File: src/hdl/sort_with_extreme_counts_unit_macros.svh
// Assertion macros for the sort_with_extreme_counts_unit project.
// Included by files that carry concurrent assertions; no other dependencies.
`ifndef SORT_WITH_EXTREME_COUNTS_UNIT_MACROS_SVH
`define SORT_WITH_EXTREME_COUNTS_UNIT_MACROS_SVH
`ifndef NO_ASSERTIONS
// Same-cycle implication, disabled while reset is asserted.
`define SWEC_ASSERT_NOW(lbl, clk, rst_n, ante, cons, msg) \
	lbl: assert property (@(posedge clk) disable iff (!(rst_n)) (ante) |-> (cons)) \
		else $error(msg);
// Next-cycle implication, disabled while reset is asserted.
`define SWEC_ASSERT_NEXT(lbl, clk, rst_n, ante, cons, msg) \
	lbl: assert property (@(posedge clk) disable iff (!(rst_n)) (ante) |=> (cons)) \
		else $error(msg);
`else
`define SWEC_ASSERT_NOW(lbl, clk, rst_n, ante, cons, msg)
`define SWEC_ASSERT_NEXT(lbl, clk, rst_n, ante, cons, msg)
`endif
`endif

File: src/hdl/swec_pkg.sv
// Shared types and constants for sort_with_extreme_counts_unit.
// No dependencies.
`timescale 1ns / 1ps
package swec_pkg;
	localparam int DIG_W         = 4;
	localparam int VAL_W         = 6;
	localparam int SUM_W         = 12;
	localparam int STAT_CNT_W    = 7;
	localparam int BINS          = 1 << VAL_W;
	localparam int MAX_ITEMS_DEF = 64;
	localparam logic [STAT_CNT_W-1:0] COUNT_CAP = '1;

	typedef enum logic [2:0] {
		ST_CLEAR,
		ST_LOAD,
		ST_FLUSH,
		ST_READ,
		ST_TAKE,
		ST_EMIT
	} swec_state_t;

	typedef struct packed {
		logic signed [SUM_W-1:0]   sum;
		logic signed [VAL_W-1:0]   max_val;
		logic [STAT_CNT_W-1:0]     max_cnt;
		logic signed [VAL_W-1:0]   min_val;
		logic [STAT_CNT_W-1:0]     min_cnt;
	} swec_stats_t;
endpackage

File: src/hdl/swec_hist_ram.sv
// Histogram memory: one count per value code, one write and one read port.
// Read data is registered. Depends on swec_pkg.
`timescale 1ns / 1ps
module swec_hist_ram #(
	parameter int MAX_ITEMS = swec_pkg::MAX_ITEMS_DEF
) (
	input  logic                             clk,
	input  logic                             wr_en,
	input  logic [swec_pkg::VAL_W-1:0]       wr_addr,
	input  logic [$clog2(MAX_ITEMS+1)-1:0]   wr_data,
	input  logic                             rd_en,
	input  logic [swec_pkg::VAL_W-1:0]       rd_addr,
	output logic [$clog2(MAX_ITEMS+1)-1:0]   rd_data
);
	import swec_pkg::*;

	localparam int HCNT_W = $clog2(MAX_ITEMS+1);

	logic [HCNT_W-1:0] mem [BINS];

	always_ff @(posedge clk) begin
		if (wr_en) begin
			mem[wr_addr] <= wr_data;
		end
	end

	always_ff @(posedge clk) begin
		if (rd_en) begin
			rd_data <= mem[rd_addr];
		end
	end
endmodule

File: src/hdl/swec_stats.sv
// Running sum, maximum and minimum with saturating occurrence counts.
// Depends on swec_pkg.
`timescale 1ns / 1ps
module swec_stats (
	input  logic                               clk,
	input  logic                               arst_n,
	input  logic                               upd,
	input  logic                               first,
	input  logic                               clr,
	input  logic signed [swec_pkg::VAL_W-1:0]  val,
	output swec_pkg::swec_stats_t              stats
);
	import swec_pkg::*;

	logic signed [SUM_W-1:0]   sum_q;
	logic signed [VAL_W-1:0]   max_q;
	logic [STAT_CNT_W-1:0]     maxc_q;
	logic signed [VAL_W-1:0]   min_q;
	logic [STAT_CNT_W-1:0]     minc_q;

	always_ff @(posedge clk or negedge arst_n) begin
		if (!arst_n) begin
			sum_q  <= '0;
			max_q  <= '0;
			maxc_q <= '0;
			min_q  <= '0;
			minc_q <= '0;
		end else if (clr) begin
			sum_q  <= '0;
			max_q  <= '0;
			maxc_q <= '0;
			min_q  <= '0;
			minc_q <= '0;
		end else if (upd) begin
			sum_q <= sum_q + {{(SUM_W-VAL_W){val[VAL_W-1]}}, val};
			if (first || val > max_q) begin
				max_q  <= val;
				maxc_q <= STAT_CNT_W'(1);
			end else if (val == max_q && maxc_q != COUNT_CAP) begin
				maxc_q <= maxc_q + STAT_CNT_W'(1);
			end
			if (first || val < min_q) begin
				min_q  <= val;
				minc_q <= STAT_CNT_W'(1);
			end else if (val == min_q && minc_q != COUNT_CAP) begin
				minc_q <= minc_q + STAT_CNT_W'(1);
			end
		end
	end

	assign stats.sum     = sum_q;
	assign stats.max_val = max_q;
	assign stats.max_cnt = maxc_q;
	assign stats.min_val = min_q;
	assign stats.min_cnt = minc_q;
endmodule

File: src/hdl/sort_with_extreme_counts_unit.sv
// Top level: load sequencer, histogram walk and output register.
// Depends on swec_pkg, swec_hist_ram, swec_stats and the assertion macro header.
//
//  channel | handshake           | payload
//  --------+---------------------+-------------------------------------------------
//  in      | in_valid/in_stall   | digit_a, digit_b, digit_c, is_last
//  out     | out_valid/out_stall | sorted_value, last_result, value_sum, max_value,
//          |                     | max_count, min_value, min_count, overflow_flag
//
// Loading takes one item per cycle; each stored value bumps its bin in the histogram memory
// with a read-modify-write, forwarded when two neighbors hit the same bin.
// After the last item: a flush state, then a read state and a take state per bin visited
// (the memory read is registered) plus an emit state per result.
// Reset starts a clearing pass over all 64 histogram bins; input stalls meanwhile.
// Output stall holds the output register and pauses the walk; input stalls until the
// last result is registered.
`timescale 1ns / 1ps
module sort_with_extreme_counts_unit #(
	parameter int MAX_ITEMS = swec_pkg::MAX_ITEMS_DEF
) (
	input  logic                                   clk,
	input  logic                                   arst_n,
	input  logic                                   in_valid,
	output logic                                   in_stall,
	input  logic [swec_pkg::DIG_W-1:0]             digit_a,
	input  logic [swec_pkg::DIG_W-1:0]             digit_b,
	input  logic [swec_pkg::DIG_W-1:0]             digit_c,
	input  logic                                   is_last,
	output logic                                   out_valid,
	input  logic                                   out_stall,
	output logic signed [swec_pkg::VAL_W-1:0]      sorted_value,
	output logic                                   last_result,
	output logic signed [swec_pkg::SUM_W-1:0]      value_sum,
	output logic signed [swec_pkg::VAL_W-1:0]      max_value,
	output logic [swec_pkg::STAT_CNT_W-1:0]        max_count,
	output logic signed [swec_pkg::VAL_W-1:0]      min_value,
	output logic [swec_pkg::STAT_CNT_W-1:0]        min_count,
	output logic                                   overflow_flag
);
	import swec_pkg::*;
	`include "sort_with_extreme_counts_unit_macros.svh"

	localparam int HCNT_W = $clog2(MAX_ITEMS+1);

	swec_state_t state_q, state_d;

	logic [VAL_W-1:0]   idx_q;
	logic [HCNT_W-1:0]  rem_q;
	logic [HCNT_W-1:0]  emit_cnt_q;
	logic [HCNT_W-1:0]  item_cnt_q;
	logic               dropped_q;
	logic               ld_vld_s1;
	logic [VAL_W-1:0]   ld_addr_s1;
	logic               wr_vld_q;
	logic [VAL_W-1:0]   wr_addr_q;
	logic [HCNT_W-1:0]  wr_data_q;
	logic               out_vld_q;

	logic               rd_en, wr_en;
	logic [VAL_W-1:0]   rd_addr, wr_addr;
	logic [HCNT_W-1:0]  wr_data, rd_data, hist_inc;
	logic               accept, store, full, fwd;
	logic               emit_go, last_emit, rem_last, out_free;
	logic [VAL_W-1:0]   val_raw, bin_code;
	swec_stats_t        stats;

	assign accept    = in_valid && !in_stall;
	assign full      = item_cnt_q == HCNT_W'(MAX_ITEMS);
	assign store     = accept && !full;
	assign val_raw   = {{(VAL_W-DIG_W){1'b0}}, digit_a} + {{(VAL_W-DIG_W){1'b0}}, digit_b}
		- {{(VAL_W-DIG_W){1'b0}}, digit_c};
	// walk the bins in signed order: flip the sign bit of the index
	assign bin_code  = {~idx_q[VAL_W-1], idx_q[VAL_W-2:0]};
	assign fwd       = wr_vld_q && (wr_addr_q == ld_addr_s1);
	assign hist_inc  = (fwd ? wr_data_q : rd_data) + HCNT_W'(1);
	assign out_free  = !out_vld_q || !out_stall;
	assign last_emit = emit_cnt_q == (item_cnt_q - HCNT_W'(1));
	assign rem_last  = rem_q == HCNT_W'(1);

	swec_hist_ram #(.MAX_ITEMS(MAX_ITEMS)) u_hist (
		.clk     (clk),
		.wr_en   (wr_en),
		.wr_addr (wr_addr),
		.wr_data (wr_data),
		.rd_en   (rd_en),
		.rd_addr (rd_addr),
		.rd_data (rd_data)
	);

	swec_stats u_stats (
		.clk    (clk),
		.arst_n (arst_n),
		.upd    (store),
		.first  (item_cnt_q == '0),
		.clr    (emit_go && last_emit),
		.val    (signed'(val_raw)),
		.stats  (stats)
	);

	always_ff @(posedge clk or negedge arst_n) begin
		if (!arst_n) begin
			state_q <= ST_CLEAR;
		end else begin
			state_q <= state_d;
		end
	end

	always_comb begin
		state_d  = state_q;
		in_stall = 1'b1;
		rd_en    = 1'b0;
		rd_addr  = val_raw;
		wr_en    = ld_vld_s1;
		wr_addr  = ld_addr_s1;
		wr_data  = hist_inc;
		emit_go  = 1'b0;
		case (state_q)
			ST_CLEAR: begin
				wr_en   = 1'b1;
				wr_addr = idx_q;
				wr_data = '0;
				if (idx_q == '1) begin
					state_d = ST_LOAD;
				end
			end
			ST_LOAD: begin
				in_stall = 1'b0;
				rd_en    = store;
				if (accept && is_last) begin
					state_d = ST_FLUSH;
				end
			end
			ST_FLUSH: begin
				// let the final bin update land before the walk reads it
				state_d = ST_READ;
			end
			ST_READ: begin
				rd_en   = 1'b1;
				rd_addr = bin_code;
				state_d = ST_TAKE;
			end
			ST_TAKE: begin
				// drain the bin: zero it for the next run
				wr_en   = 1'b1;
				wr_addr = bin_code;
				wr_data = '0;
				state_d = (rd_data == '0) ? ST_READ : ST_EMIT;
			end
			ST_EMIT: begin
				if (out_free) begin
					emit_go = 1'b1;
					if (last_emit) begin
						state_d = ST_LOAD;
					end else if (rem_last) begin
						state_d = ST_READ;
					end
				end
			end
			default: begin
				state_d = ST_CLEAR;
			end
		endcase
	end

	always_ff @(posedge clk or negedge arst_n) begin
		if (!arst_n) begin
			idx_q      <= '0;
			emit_cnt_q <= '0;
			item_cnt_q <= '0;
			dropped_q  <= 1'b0;
			ld_vld_s1  <= 1'b0;
			wr_vld_q   <= 1'b0;
			out_vld_q  <= 1'b0;
		end else begin
			ld_vld_s1 <= store;
			wr_vld_q  <= ld_vld_s1;
			if (state_q == ST_CLEAR) begin
				idx_q <= idx_q + VAL_W'(1);
			end else if (state_q == ST_TAKE && rd_data == '0) begin
				idx_q <= idx_q + VAL_W'(1);
			end else if (emit_go) begin
				if (last_emit) begin
					idx_q <= '0;
				end else if (rem_last) begin
					idx_q <= idx_q + VAL_W'(1);
				end
			end
			if (store) begin
				item_cnt_q <= item_cnt_q + HCNT_W'(1);
			end else if (emit_go && last_emit) begin
				item_cnt_q <= '0;
			end
			if (accept && full) begin
				dropped_q <= 1'b1;
			end else if (emit_go && last_emit) begin
				dropped_q <= 1'b0;
			end
			if (emit_go) begin
				emit_cnt_q <= last_emit ? '0 : emit_cnt_q + HCNT_W'(1);
			end
			if (emit_go) begin
				out_vld_q <= 1'b1;
			end else if (!out_stall) begin
				out_vld_q <= 1'b0;
			end
		end
	end

	always_ff @(posedge clk) begin
		ld_addr_s1 <= val_raw;
		wr_addr_q  <= ld_addr_s1;
		wr_data_q  <= hist_inc;
		if (state_q == ST_TAKE) begin
			rem_q <= rd_data;
		end else if (emit_go) begin
			rem_q <= rem_q - HCNT_W'(1);
		end
		if (emit_go) begin
			sorted_value  <= signed'(bin_code);
			last_result   <= last_emit;
			value_sum     <= stats.sum;
			max_value     <= stats.max_val;
			max_count     <= stats.max_cnt;
			min_value     <= stats.min_val;
			min_count     <= stats.min_cnt;
			overflow_flag <= dropped_q;
		end
	end

	assign out_valid = out_vld_q;

	`SWEC_ASSERT_NOW(a_emit_in_range, clk, arst_n, state_q == ST_EMIT, emit_cnt_q < item_cnt_q, "emit count passed item count")
	`SWEC_ASSERT_NOW(a_rem_nonzero, clk, arst_n, state_q == ST_EMIT, rem_q != '0, "emitting from an empty bin")
	`SWEC_ASSERT_NEXT(a_run_closed, clk, arst_n, emit_go && last_emit, state_q == ST_LOAD && item_cnt_q == '0, "run not closed after last result")
	`SWEC_ASSERT_NOW(a_walk_bounded, clk, arst_n, state_q == ST_TAKE && rd_data == '0, idx_q != '1, "histogram walk ran past the top bin")
endmodule
File: config.mk
export PLATFORM = sky130hd
export DESIGN_NAME = sort_with_extreme_counts_unit
export DESIGN_NICKNAME = d
export VERILOG_FILES = /design/src/hdl/swec_pkg.sv /design/src/hdl/swec_hist_ram.sv /design/src/hdl/swec_stats.sv /design/src/hdl/sort_with_extreme_counts_unit.sv
export VERILOG_INCLUDE_DIRS = /design/src /design/src/hdl
export SDC_FILE = /design/constraint.sdc
export NUM_CORES = 1
export LEC_CHECK = 0
export BUFFER_PORTS_ARGS = -buffer_cell sky130_fd_sc_hd__buf_2
export CORE_UTILIZATION = 55
export DETAILED_ROUTE_END_ITERATION = 8
export PLACE_DENSITY = 0.79
export SYNTH_ARGS = -nofsm -noshare
export SYNTH_HDL_FRONTEND = slang
export SYNTH_SLANG_ARGS = --single-unit
File: constraint.sdc
create_clock -name clk -period 4.3 [get_ports clk]
set_clock_uncertainty 0.1 [all_clocks]
set_input_delay 0.215 -clock clk [delete_from_list [all_inputs] [get_ports clk]]
set_output_delay 0.215 -clock clk [all_outputs]
set_load 0.02 [all_outputs]
# Word-level counts from Yosys, hierarchy flattened
# Memory sizes are Yosys's and may differ from the RTL's. A register that Yosys moved wholly into a read port is not among the register bits.
# Cells that the tools add are included.
# Widths: inputs -> output; s select.
# word_totals
word_cells,141
reg_bits,137
ram_bits,448
inputBits,17
n_memories,1
# memory_table
name,words,width,read_ports,rd_ports_with_merged_regs,write_ports,line,text
u_hist.mem,64,7,1,1,1,swec_hist_ram.sv:19,logic [HCNT_W-1:0] mem [BINS];
# op_classes
reduce_logical,34
order_cmp,2
muxes,48
n_addsub,11
eq_ne,19
bitwise_logic,1
# op_table
cell,count
$mux 7,15
$mux 6,12
$add 7x1->7 const B,5
$mux 12,2
$eq 6x6->1,3
$mux 3,6
$pmux 3 s6,1
$logic_not 7->1,2
$ne 7x7->1 const B,2
$sub 7x1->7 const B,2
$add 12x12->12,1
$pmux 6 s2,1
$mux 1,10
$reduce_and 2->1,5
$reduce_bool 2->1,5
$logic_and 1x1->1,9
$reduce_bool 3->1,3
$eq 7x1->1 const B,1
$eq 7x7->1,1
$eq 7x7->1 const B,1
$add 6x1->6 const B,1
$eq 3x2->1 const B,2
$eq 3x3->1 const B,2
$eq 6x6->1 const B,1
16 further kinds,22

# Logic depth before layout (Yosys ltp)
# logic_depth
word_depth,8
depth_mapped,17
depth_no_buf,16

# Modules after synthesis
# Synthesis repeated with hierarchy kept, for this count alone.
# unflattened
cells_unflattened,1510
area_unflattened_um2,24927.7
# modules_own_cells
module,cells_each,instances,area_each_um2
swec_hist_ram,827,1,17705.7
sort_with_extreme_counts_unit,401,1,4649.5
swec_stats,282,1,2572.5

# Least setup slack after synthesis
# OpenSTA, ideal clock, no wires.
# synth_path
kind,input -> register
start,input port digit_a[1] in the netlist's numbering
end,register u_stats.min_q[0]
arrival_time_ns,3.386
setup_ns,0.125
setup_slack_ns,0.689
required_time_ns,4.075
path_buffers,1
path_stages,15
cell_sequence,inv_1 > fa_1 > inv_1 > fa_1 > a21o_1 > a21oi_1 > xor2_1 > ha_1 > nand4_1 > o221ai_1 > mux2i_1 > nor2_1 > o21a_1 > buf_6 > mux2_4
# synth_between
elab_chain_len,6
# synth_lines
element,line,text
from (decl),sort_with_extreme_counts_unit.sv:25,"input logic [swec_pkg::DIG_W-1:0] digit_a,"
$add 4x4->5,sort_with_extreme_counts_unit.sv:70,"assign val_raw = {{(VAL_W-DIG_W){1'b0}}, digit_a} + {{(VAL_W-DIG_W){1'b0}}, digit_b}"
$sub 5x4->6,sort_with_extreme_counts_unit.sv:71,"- {{(VAL_W-DIG_W){1'b0}}, digit_c};"
"via u_stats.val, one bit",swec_stats.sv:10,"input logic signed [swec_pkg::VAL_W-1:0] val,"
$lt 6x6->1,swec_stats.sv:42,if (first || val < min_q) begin
$logic_or 1x1->1,swec_stats.sv:42,
$reduce_bool 2->1 (no source line),n/a,
$reduce_and 2->1 (no source line),n/a,
to (signal assigned),swec_stats.sv:43,min_q <= val;
to (decl),swec_stats.sv:18,logic signed [VAL_W-1:0] min_q;
# The timed path passes the listed nets, and every way through them passes these cells.
# A chain may end at the register's enable or synchronous reset.

# Worst setup path after layout
# layout_path
start,register state_q[0]
end,"memory u_hist.mem[62][2] in the netlist's numbering, enable pin"
# layout_between
elab_chain_len,5
elab_cells_between_ends,7
classes_between,eq/ne (1); mux (4); reduce/logical (2)
# layout_lines
element,line,text
from (decl),sort_with_extreme_counts_unit.sv:45,"swec_state_t state_q, state_d;"
from (signal assigned),sort_with_extreme_counts_unit.sv:104,state_q <= state_d;
$eq 3x3->1 / $logic_not 3->1 (equally long branches),sort_with_extreme_counts_unit.sv:117,case (state_q)
$reduce_or 2->1 (no source line),n/a,
$mux 1,sort_with_extreme_counts_unit.sv:117,
$mux 1,swec_hist_ram.sv:22,if (wr_en) begin
$mux 1 (implied by the code),swec_hist_ram.sv:23,mem[wr_addr] <= wr_data;
to (decl),swec_hist_ram.sv:19,
# Parallel ways exist; a longest one is shown, timed or not.

==> impl_metrics.yaml <==
placed_design:
  portBuffers: 64
  dp.cells: 2611
  dpl_cell_area_um2: 26500
  hpwl_mm: 40.6
  gp_congestion: 0.978
floorplan:
  die-area_um2: 46900
  start_util: 0.559
  io_pins: 65
  num_rows: 78
  die_w_um: 217
  core-area_um2: 45400
  die_h_um: 217
timing:
  rsz0062_at_grt: "false"
  worst_pin_slew_ps: 1190
  max_slew_margin: 0.202
  period_share: 0.876
  slew_viol_final: 0
  fmax_mhz: 265
  finalHoldViolations: 0
  setup_violations: 0
  setup_tns_ps: 0
  final.min_clock_period_ps: 3770
final_layout:
  final_area_um2: 28400
  n_fill_cell: 3257
  nets: 2135
  area_growth_pct: 12.1
  fin_cells: 2722
  drive_gt1_frac: 0.117
  diodes: 0
clock_network:
  clockBufferDepth: 3
  clk_pin_slew_ps: 60
  htreeDepth: 2
  cts_sinks: 592
  tritoncts: "done"
  cts_resized: 0
  clock_latency_ps: 630
  cts_root_buf: "clkbuf_16"
  numCtsBuffers: 58
critical_path:
  rr_endpoint: "u_hist.mem[62][2]"
  critPathTopFamily: "simple AND/OR/NAND/NOR gates"
  cp_num_cells: 5
  rr_worst_depth: 5
  start_kind: "flip-flop"
  cp_common_cell: "nor2_1"
  cp-end-kind: "flip-flop"
  crit_path_cell_trace: "nor2_1 > nor2_1 > a21oi_1 > nand2_1 > nor2_1"
  cp_slowest_cell: "nor2_1"
  crit_arrival_ps: 3900
  cp.required_ps: 4430
  cp_slowest_stage_delay_ps: 960
  path_class: "reg -> reg"
  timing.rr.start: "state_q[0]"
  cp_max_fo: 15
  r2r_setup_slack_ps: 530
  worst-path-buf-inv: 0
logic_synthesis:
  synth_top_area_share: 0.602
  syn_nets: 2051
  synth_edf_count: 508
  synth.largest_area_cell: "edfxtp_1"
  ys_types: 79
  ys_seq_elements: 592
  seq_area_frac_synth: 0.681
  synth_area_per_cell_um2: 12.7
  yosysWarnings: 0
  netlist_area_um2: 25300
  yosys_most_used_dff: "edfxtp_1"
  syn_inst: 1992
  synth.area.top_cells: "edfxtp_1, dfrtp_1, nand2_1, nand3_1, mux2i_1"
  synth_async_sr_flop_share: 0.110
hold_path:
  whs_path_depth: 2
  min_path_type: "in -> reg"
  whs_endpoint: "ld_addr_s1[0]"
  hp-start: "digit_a[0]"
drt:
  drc: 0
  wl_per_cell_um: 23.5
  dr.pass1.iters: 6
  dr_total_vias: 17100
  drt-initial-drc-count: 2642
  ant_nets: 0
  via_per_inst: 6.28
  wirelength_mm: 64.0
power:
  powerDensity_nw_per_um2: 490
  irDropWorstVdd_mv: 0.388
  p_leak_nw: 10.1
  p_total_mw: 13.9
run_status:
  status: "complete, no violations"
global_routing:
  grt_use_total: 0.276
  grt_max_degree: 65
  antenna_found_initial: 0
  grt_pass1_vias: 16700
  grt_pass1_wl_mm: 98.1
  grt_overflow: 0
run:
  max-cap-violations: 0
-- placed cells by master (no fill, tap or decap), types with 18 or more instances in the layout --
cell type  count
a21oi_1       38
clkbuf_16     60
dfrtp_1       65
o21ai_0       52
clkbuf_1      19
buf_4         34
nand3_1      151
nor3_1        18
edfxtp_1     508
nor2_1       130
inv_1         40
dfxtp_1       19
nand4_1       21
ha_1          37
xnor2_1       19
mux2i_1       73
a32oi_1       18
nand2_1      417
buf_2         64
xor2_1        26
a31oi_1       38
and3_1        38
-- report_power, final --
part / internal, mW / switching (mW)
sequential: 6.20 / 0.0346
clock: 2.88 / 2.17
combinational: 0.897 / 1.73
-- area by class of cell --
cell class | count | area (um2) | share of cell area
Inverter | 41 | 154 | 0.00542
Multi-Input combinational cell | 1266 | 7450 | 0.262
Clock inverter | 26 | 290 | 0.0102
Clock buffer | 80 | 1590 | 0.0559
Tap cell | 600 | 751 | 0.0264
Timing Repair Buffer | 117 | 906 | 0.0319
Sequential cell | 592 | 17300 | 0.608
-- cell families (layout without fill, tap and decap cells) --
family                     after synthesis  in the layout  synth area share
xor gates and xnor gates                46             46            0.0162
and+or+nand+nor                        849            849             0.151
buffers and inverters                  134            264            0.0264
adders and majority gates               42             42            0.0222
DFF                                    592            592             0.681
muxes                                   95             95            0.0417
AOI/OAI and AO/OA                      234            234            0.0619
-- flip-flops by register name, summed over array words and instances, names as in the netlist, 7 cells and up --
name	cells
min_count	7
u_stats.sum_q	12
value_sum	12
u_hist.mem	448
rem_q	7
wr_data_q	7
u_hist.rd_data	7
u_stats.minc_q	7
item_cnt_q	7
emit_cnt_q	7
max_count	7
u_stats.maxc_q	7
-- metrics by stage --
stage	util	hold slack, ps	worst slack, ps
finish	0.626	39.6	532
global route	0.626	26.5	432
CTS	0.626	11.8	647
detailed placement	0.583	94.1	108
global placement	0.583	91.0	253
floorplan	-	-181	689
-- routing by layer --
metal	vias to the layer above	GRT usage	wire, um
li1	7479	-	-
met5	-	0	0
met2	1114	0.441	30400
met4	0	0.122	2950
met1	8293	0.359	23700
met3	208	0.0675	6900
-- worst reg2reg max path: stages (launching register included) --
cell	delay, ps
dfrtp_1	530
nor2_1	960
nor2_1	150
a21oi_1	520
nand2_1	330
nor2_1	780
-- Yosys cell counts (6+ instances only) --
| cell type | n |
|---|---|
| nand3_1 | 151 |
| nor2_1 | 131 |
| nor3_1 | 18 |
| ha_1 | 37 |
| o22ai_1 | 6 |
| o21ai_0 | 52 |
| nand3b_1 | 13 |
| dfxtp_1 | 19 |
| nand2b_1 | 9 |
| a311oi_1 | 12 |
| nand4_1 | 21 |
| or3_1 | 8 |
| inv_1 | 40 |
| clkbuf_1 | 23 |
| mux2_2 | 11 |
| nand2_1 | 417 |
| a21oi_1 | 38 |
| and3_1 | 38 |
| dfrtp_1 | 65 |
| buf_1 | 6 |
| o31ai_1 | 12 |
| a32oi_1 | 18 |
| a22oi_1 | 8 |
| buf_6 | 10 |
| buf_2 | 45 |
| edfxtp_1 | 508 |
| buf_4 | 9 |
| mux2i_1 | 73 |
| a21o_1 | 10 |
| xor2_1 | 26 |
| and2_1 | 11 |
| a31oi_1 | 38 |
| xnor2_1 | 19 |
-- repair_timing --
item,in CTS,in global routing
hold endpoints to repair,23,0
setup endpoints to repair,0,0
setup buffers,0,0
hold buffers,5,0
-- worst max-delay path by stage --
| stage | slack, ps | end | start |
|---|---|---|---|
| 6_report | 530 | u_hist.mem[62][2] | state_q[0] |
| 3_3_place_gp | 250 | u_stats.min_q[5] | digit_b[0] |
| 3_5_place_dp | 110 | u_stats.min_q[5] | digit_b[0] |
| 5_1_grt | 430 | u_stats.minc_q[3] | digit_b[0] |
| 4_1_cts | 650 | u_stats.min_q[3] | item_cnt_q[0] |
| 2_1_floorplan | 690 | u_stats.min_q[0] | digit_a[1] |
No activity file was read; power rests on OpenSTA's default activity.
